$ cat config.mk
export PLATFORM = sky130hd
export DESIGN_NAME = cfd_ctrl
export DESIGN_NICKNAME = d
export VERILOG_FILES = /design/src/rtl/core/cfd_pkg.sv /design/src/rtl/core/cfd_ctrl.sv
export SDC_FILE = /design/constraint.sdc
export NUM_CORES = 1
export LEC_CHECK = 0
export ABC_AREA = 1
export BUFFER_PORTS_ARGS = -buffer_cell sky130_fd_sc_hd__buf_2
export CAP_MARGIN = 20
export CELL_PAD_IN_SITES_DETAIL_PLACEMENT = 1
export CELL_PAD_IN_SITES_GLOBAL_PLACEMENT = 1
export CORE_AREA = 2 2 39 41
export CTS_CLUSTER_SIZE = 14
export DETAILED_ROUTE_END_ITERATION = 10
export DIE_AREA = 0 0 41 43
export GPL_TIMING_DRIVEN = 1
export PLACE_DENSITY = 0.55
export SKIP_LAST_GASP = 1
export SLEW_MARGIN = 25
export SYNTH_ARGS = -nofsm -noshare
export SYNTH_HDL_FRONTEND = slang
export SYNTH_SLANG_ARGS = --single-unit
$ cat constraint.sdc
create_clock -name clk -period 2.53 [get_ports clk]
set_clock_uncertainty 0.15 [all_clocks]
set_input_delay 0.253 -clock clk [delete_from_list [all_inputs] [get_ports clk]]
set_output_delay 0.253 -clock clk [all_outputs]
set_load 0.01 [all_outputs]
$ cat src/rtl/core/cfd_pkg.sv
// ----------------------------------------------------------------------------
// Complex FIR decimator package
// Shared sizes, register indexes and the control/status bundles that pass
// between the sequencer and the datapath.
// ----------------------------------------------------------------------------
package cfd_pkg;

  // Filter dimensions.
  localparam int MAX_TAPS    = 256;
  localparam int SAMPLE_BITS = 16;
  localparam int COEFF_BITS  = 20;
  localparam int OUT_BITS    = 44;

  // Derived widths.
  localparam int TAP_IDX_W = $clog2(MAX_TAPS);
  localparam int TAP_CNT_W = $clog2(MAX_TAPS + 1);
  localparam int PROD_W    = SAMPLE_BITS + COEFF_BITS;

  // Field and register widths fixed by the interface.
  localparam int DEC_W       = 8;
  localparam int TAP_REG_W   = 9;
  localparam int IDX_FIELD_W = 8;
  localparam int CFG_DATA_W  = 9;
  localparam int CFG_IDX_W   = 1;

  // Configuration register indexes.
  localparam logic [CFG_IDX_W-1:0] REG_DECIMATION = 1'd0;
  localparam logic [CFG_IDX_W-1:0] REG_TAP_COUNT  = 1'd1;

  // Item command codes.
  localparam logic CMD_SAMPLE = 1'b0;
  localparam logic CMD_LOAD   = 1'b1;

  // Commands from the sequencer to the datapath.
  typedef struct packed {
    logic accept_sample;
    logic accept_load;
    logic issue;
    logic publish;
  } cfd_cmd_t;

  // Status from the datapath to the sequencer.
  typedef struct packed {
    logic emit;
    logic last_tap;
    logic pipe_busy;
    logic out_free;
  } cfd_status_t;

endpackage

$ cat src/rtl/core/cfd_ctrl.sv
// ----------------------------------------------------------------------------
// Complex FIR decimator sequencer
// Takes items, starts a tap walk for each sample that yields an output,
// waits for the MAC pipeline to drain and hands the sum to the output stage.
// ----------------------------------------------------------------------------
module cfd_ctrl (
  input  logic                 clk,
  input  logic                 rst,
  input  logic                 in_valid,
  input  logic                 in_command,
  output logic                 in_ready,
  input  cfd_pkg::cfd_status_t sts,
  output cfd_pkg::cfd_cmd_t    cmd
);

  typedef enum logic [1:0] {
    S_IDLE,
    S_RUN,
    S_DRAIN,
    S_OUT
  } state_t;

  state_t state;
  state_t state_next;
  logic   accept;

  // Handshake and commands.
  always_comb begin
    in_ready          = (state == S_IDLE);
    accept            = in_valid && in_ready;
    cmd.accept_sample = accept && (in_command == cfd_pkg::CMD_SAMPLE);
    cmd.accept_load   = accept && (in_command == cfd_pkg::CMD_LOAD);
    cmd.issue         = (state == S_RUN);
    cmd.publish       = (state == S_OUT) && sts.out_free;
  end

  // Next state.
  always_comb begin
    state_next = state;
    case (state)
      S_IDLE: begin
        if (cmd.accept_sample && sts.emit) state_next = S_RUN;
      end
      S_RUN: begin
        if (sts.last_tap) state_next = S_DRAIN;
      end
      S_DRAIN: begin
        if (!sts.pipe_busy) state_next = S_OUT;
      end
      S_OUT: begin
        if (sts.out_free) state_next = S_IDLE;
      end
      default: begin
        state_next = S_IDLE;
      end
    endcase
  end

  // State register.
  always_ff @(posedge clk) begin
    if (rst) begin
      state <= S_IDLE;
    end else begin
      state <= state_next;
    end
  end

  // No new item is taken while a tap walk is in flight.
  assert property (@(posedge clk) disable iff (rst)
    (state == S_RUN || state == S_DRAIN) |-> !in_ready)
    else $error("item accepted during tap walk");

endmodule

After elaboration in Yosys (flattened, before gate mapping)
Cells that the tools add are included.
Cells by class
  divide/modulo/power cells: 0
  $add $sub $neg: 0
  reduce and logical (&&, ||, !) cells: 7
  mux-type cells: 5
  multipliers: 0
  $lt $le $gt $ge: 0
  bitwise operators: 1
  shift-type cells: 0
  eq/ne operators: 7
Operator list (count)
  $mux 2: 4
  $pmux 2 s4: 1
  $ne 2x2->1 const B: 3
  $logic_and 1x1->1: 5
  $eq 2x2->1 const B: 2
  $reduce_and 4->1: 1
  $eq 2x1->1 const B: 1
  $logic_not 2->1: 1
  $ne 2x1->1 const B: 1
  $not 1->1: 1
Word-level totals
  ROM bits: 0
  bits in registers: 2
  bits in latches: 0
  RAM bits: 0
  memories: 0
  output and inout bits: 5
  word-level logic and storage cells: 21
  input port bits: 8

Longest topological paths before layout
  depth after elaboration: 6
  mapped depth: 8
  depth with buffers taken out: 8

Least setup slack after synthesis
Ideal clock, no wire load.
  kind: register to output
  start point: register state[0]
  end point: output port cmd[2] in the netlist's numbering
  buffers on the path: 0
  slack: 1.089 ns
  required time: 2.127 ns
  arrival: 1.038 ns
  stages on the path, launching flop included: 5
  cells stage by stage: dfxtp_1 -> inv_1 -> ha_1 -> inv_1 -> nor3_1
RTL lines
  start, declared: RTL line cfd_ctrl.sv:23  | state_t state;
  start signal, assigned: RTL line cfd_ctrl.sv:64  | state <= state_next;
  end, declared: RTL line cfd_ctrl.sv:13  | output cfd_pkg::cfd_cmd_t cmd

==> flow_summary.ini <==
[status]
status = finished, final reports clean

[setup_path]
r2r_cells = 8
crit_arrival_ns = 1.25
critPathMaxFanout = 4
rrSetupSlack_ns = 1.16
critPathKind = register to output port
crit_required_ns = 2.13
end_kind = output port
crit_end = cmd[2]
r2r-start = state[0]
r2r_end = state[1]
cp-start-kind = register
startpoint = state[1]

[clock_tree]
cts_resized = 0
cts_root_buf = clkbuf_4
cts_tree = yes
cts_sinks = 2
cts_max_level = 1
clk_latency_ns = 0.22
cts_hold_buf = 0
cts_setup_buffers = 0
path_clk_slew_ns = 0.03
cts_max_path_buffers = 2
numCtsBuffers = 3

[pwr]
peakVddDrop_uv = 239.2
p_leak_nw = 0.2071
cellPowerDensity_nw_per_um2 = 830.8

[global_route]
grt_pass1_vias = 218
grt_pass1_wl_um = 800
grt_overflow_total = 0
track_usage = 0.06914
grt_start_max_net_pins = 5
antenna_found_initial = 0

[logic_synthesis]
synthArstFlopShare = 0
post-synth-top-area-fraction = 0.2618
synth_edf_count = 0
muxShareOfSynthArea = 0
synth_area_um2 = 239.0
ys_ff_latch = 2
netlist_top_cells_count = inv_1, nand2_1, ha_1
syn_inst = 36
synth_top_family_by_area = simple AND/OR/NAND/NOR gates
seq_area_frac_synth = 0.1675
avgSynthCellArea_um2 = 6.638
yosys.area_share.simple = 0.3717
ys_types = 11
synth_compound_area_frac = 0.04188
synth.area.top_cells = ha_1, dfxtp_1, inv_1
yosys_warnings = 0
synth-xor-area-share = 0
synth_fp_nets = 49
synth_fa_ha_area_frac = 0.2618
yosysMostFrequentCell = inv_1
synth_top_cell_by_area = ha_1
synthFlopType = dfxtp_1

[timing]
whs_ns = 0.1355
slew_viol_final = 0
finalSetupViolCount = 0
slew_headroom = 0.9024
worst_pin_slew_ns = 0.1460
fin_ws_ns = 0.8774
fmax_mhz = 605.1
setup_tns_ns = 0
grt_setup_unrepaired = false
fin_crit_sh = 0.6532
period_minus_slack_ns = 1.653
hold_viol_final = 0

[route]
first_pass_iters = 2
drt_iter0_markers = 1
dr.max_layer_used = met3
drt-total-wl_um = 504
drtAntennaViolNets = 0
vias = 258
wl_met3_um = 78
wl_met1_um = 230
wl_per_cell_um = 7.522
wl_met2_um = 195
drc = 0
vias_per_cell = 3.851

[place]
pre_cts_ws_ns = 1.098
io_buffers = 12
dp_hpwl_um = 442.7
gp_congestion = 0.6327
placed_cells = 64

[die]
die_h_um = 43
die-area_um2 = 1763
initial_core_util = 0.1727
boundaryPins = 13
rows = 14
fp.coreArea_um2 = 1384
die_w_um = 41

[cells_and_area]
diodes = 0
syn_to_final_growth_pct = 42.93
utilization = 0.2468
drive_above_1_share = 0.3529
largest_reg_flops = 2
top_regs = state: 2 flops
finalNonFillerCells = 67
fin_nets = 66
regMostFlops = state

[worst_hold_path]
holdCritPathClass = input port to register
hold_path_startpoint = rst

[run]
maxCapViolCount = 0
==> kinds of logic after synthesis <==
logic type | after synthesis
flops | 2
compound gates | 2
simple gates | 17
fa+ha+maj | 5
buf+inv | 10
==> layout by cell type (no fill, tap or decap), drive strengths merged <==
master | netlist | routed
nand3 | 2 | 2
buf | 0 | 12
dfxtp | 2 | 2
nand2 | 7 | 7
a21oi | 2 | 2
nor2 | 5 | 5
nand4 | 1 | 1
ha | 5 | 5
inv | 10 | 10
nor3 | 2 | 2
clkbuf | 0 | 3
==> metrics by stage <==
| stage | instance area (µm²) | power (W) |
|---|---|---|
| global placement | 319.1 | 0.0002209 |
| finish | 341.6 | 0.0002838 |
| CTS | 341.6 | 0.0002914 |
| floorplan | 239.0 | 0.0001739 |
| global route | 341.6 | 0.0003202 |
| detailed placement | 319.1 | 0.0002197 |
==> critical path: stages, from the launching register on <==
cell and delay, ns:
dfxtp_1 0.33, inv_1 0.11, ha_1 0.21, inv_1 0.07, nor3_1 0.16, buf_2 0.15
==> power breakdown <==
| part | internal, W | switching [W] | leakage (nW) |
|---|---|---|---|
| logic | 0.0000656 | 0.0000960 | 0.177 |
| clock network | 0.0000521 | 0.0000158 | 0.0138 |
| registers | 0.0000431 | 0.0000111 | 0.0166 |
| total | 0.000161 | 0.000123 | 0.207 |
==> metal layers <==
metal  track usage  vias up
met5             0        -
met4       0.04000        0
met3       0.05236        0
met2       0.09063       13
met1       0.07668      106
li1              -      139
==> worst min-delay path by stage <==
stage / slack [ns] / end / cells past startpoint
6_report: 0.14 / state[0] / 4
5_1_grt: 0.15 / state[0] / 4
4_1_cts: 0.14 / state[0] / 4
3_5_place_dp: 0.37 / state[0] / 4
3_3_place_gp: 0.37 / state[1] / 4
2_1_floorplan: 0.26 / state[1] / 3
==> layout make-up <==
class | instances | area (µm²)
Multi-Input combinational cell | 24 | 161.4
Fill cell | 185 | 1042
Timing Repair Buffer | 12 | 60.06
Inverter | 10 | 37.54
Clock buffer | 3 | 22.52
Tap cell | 16 | 20.02
Sequential cell | 2 | 40.04
Power figures use the tool's default switching activity.
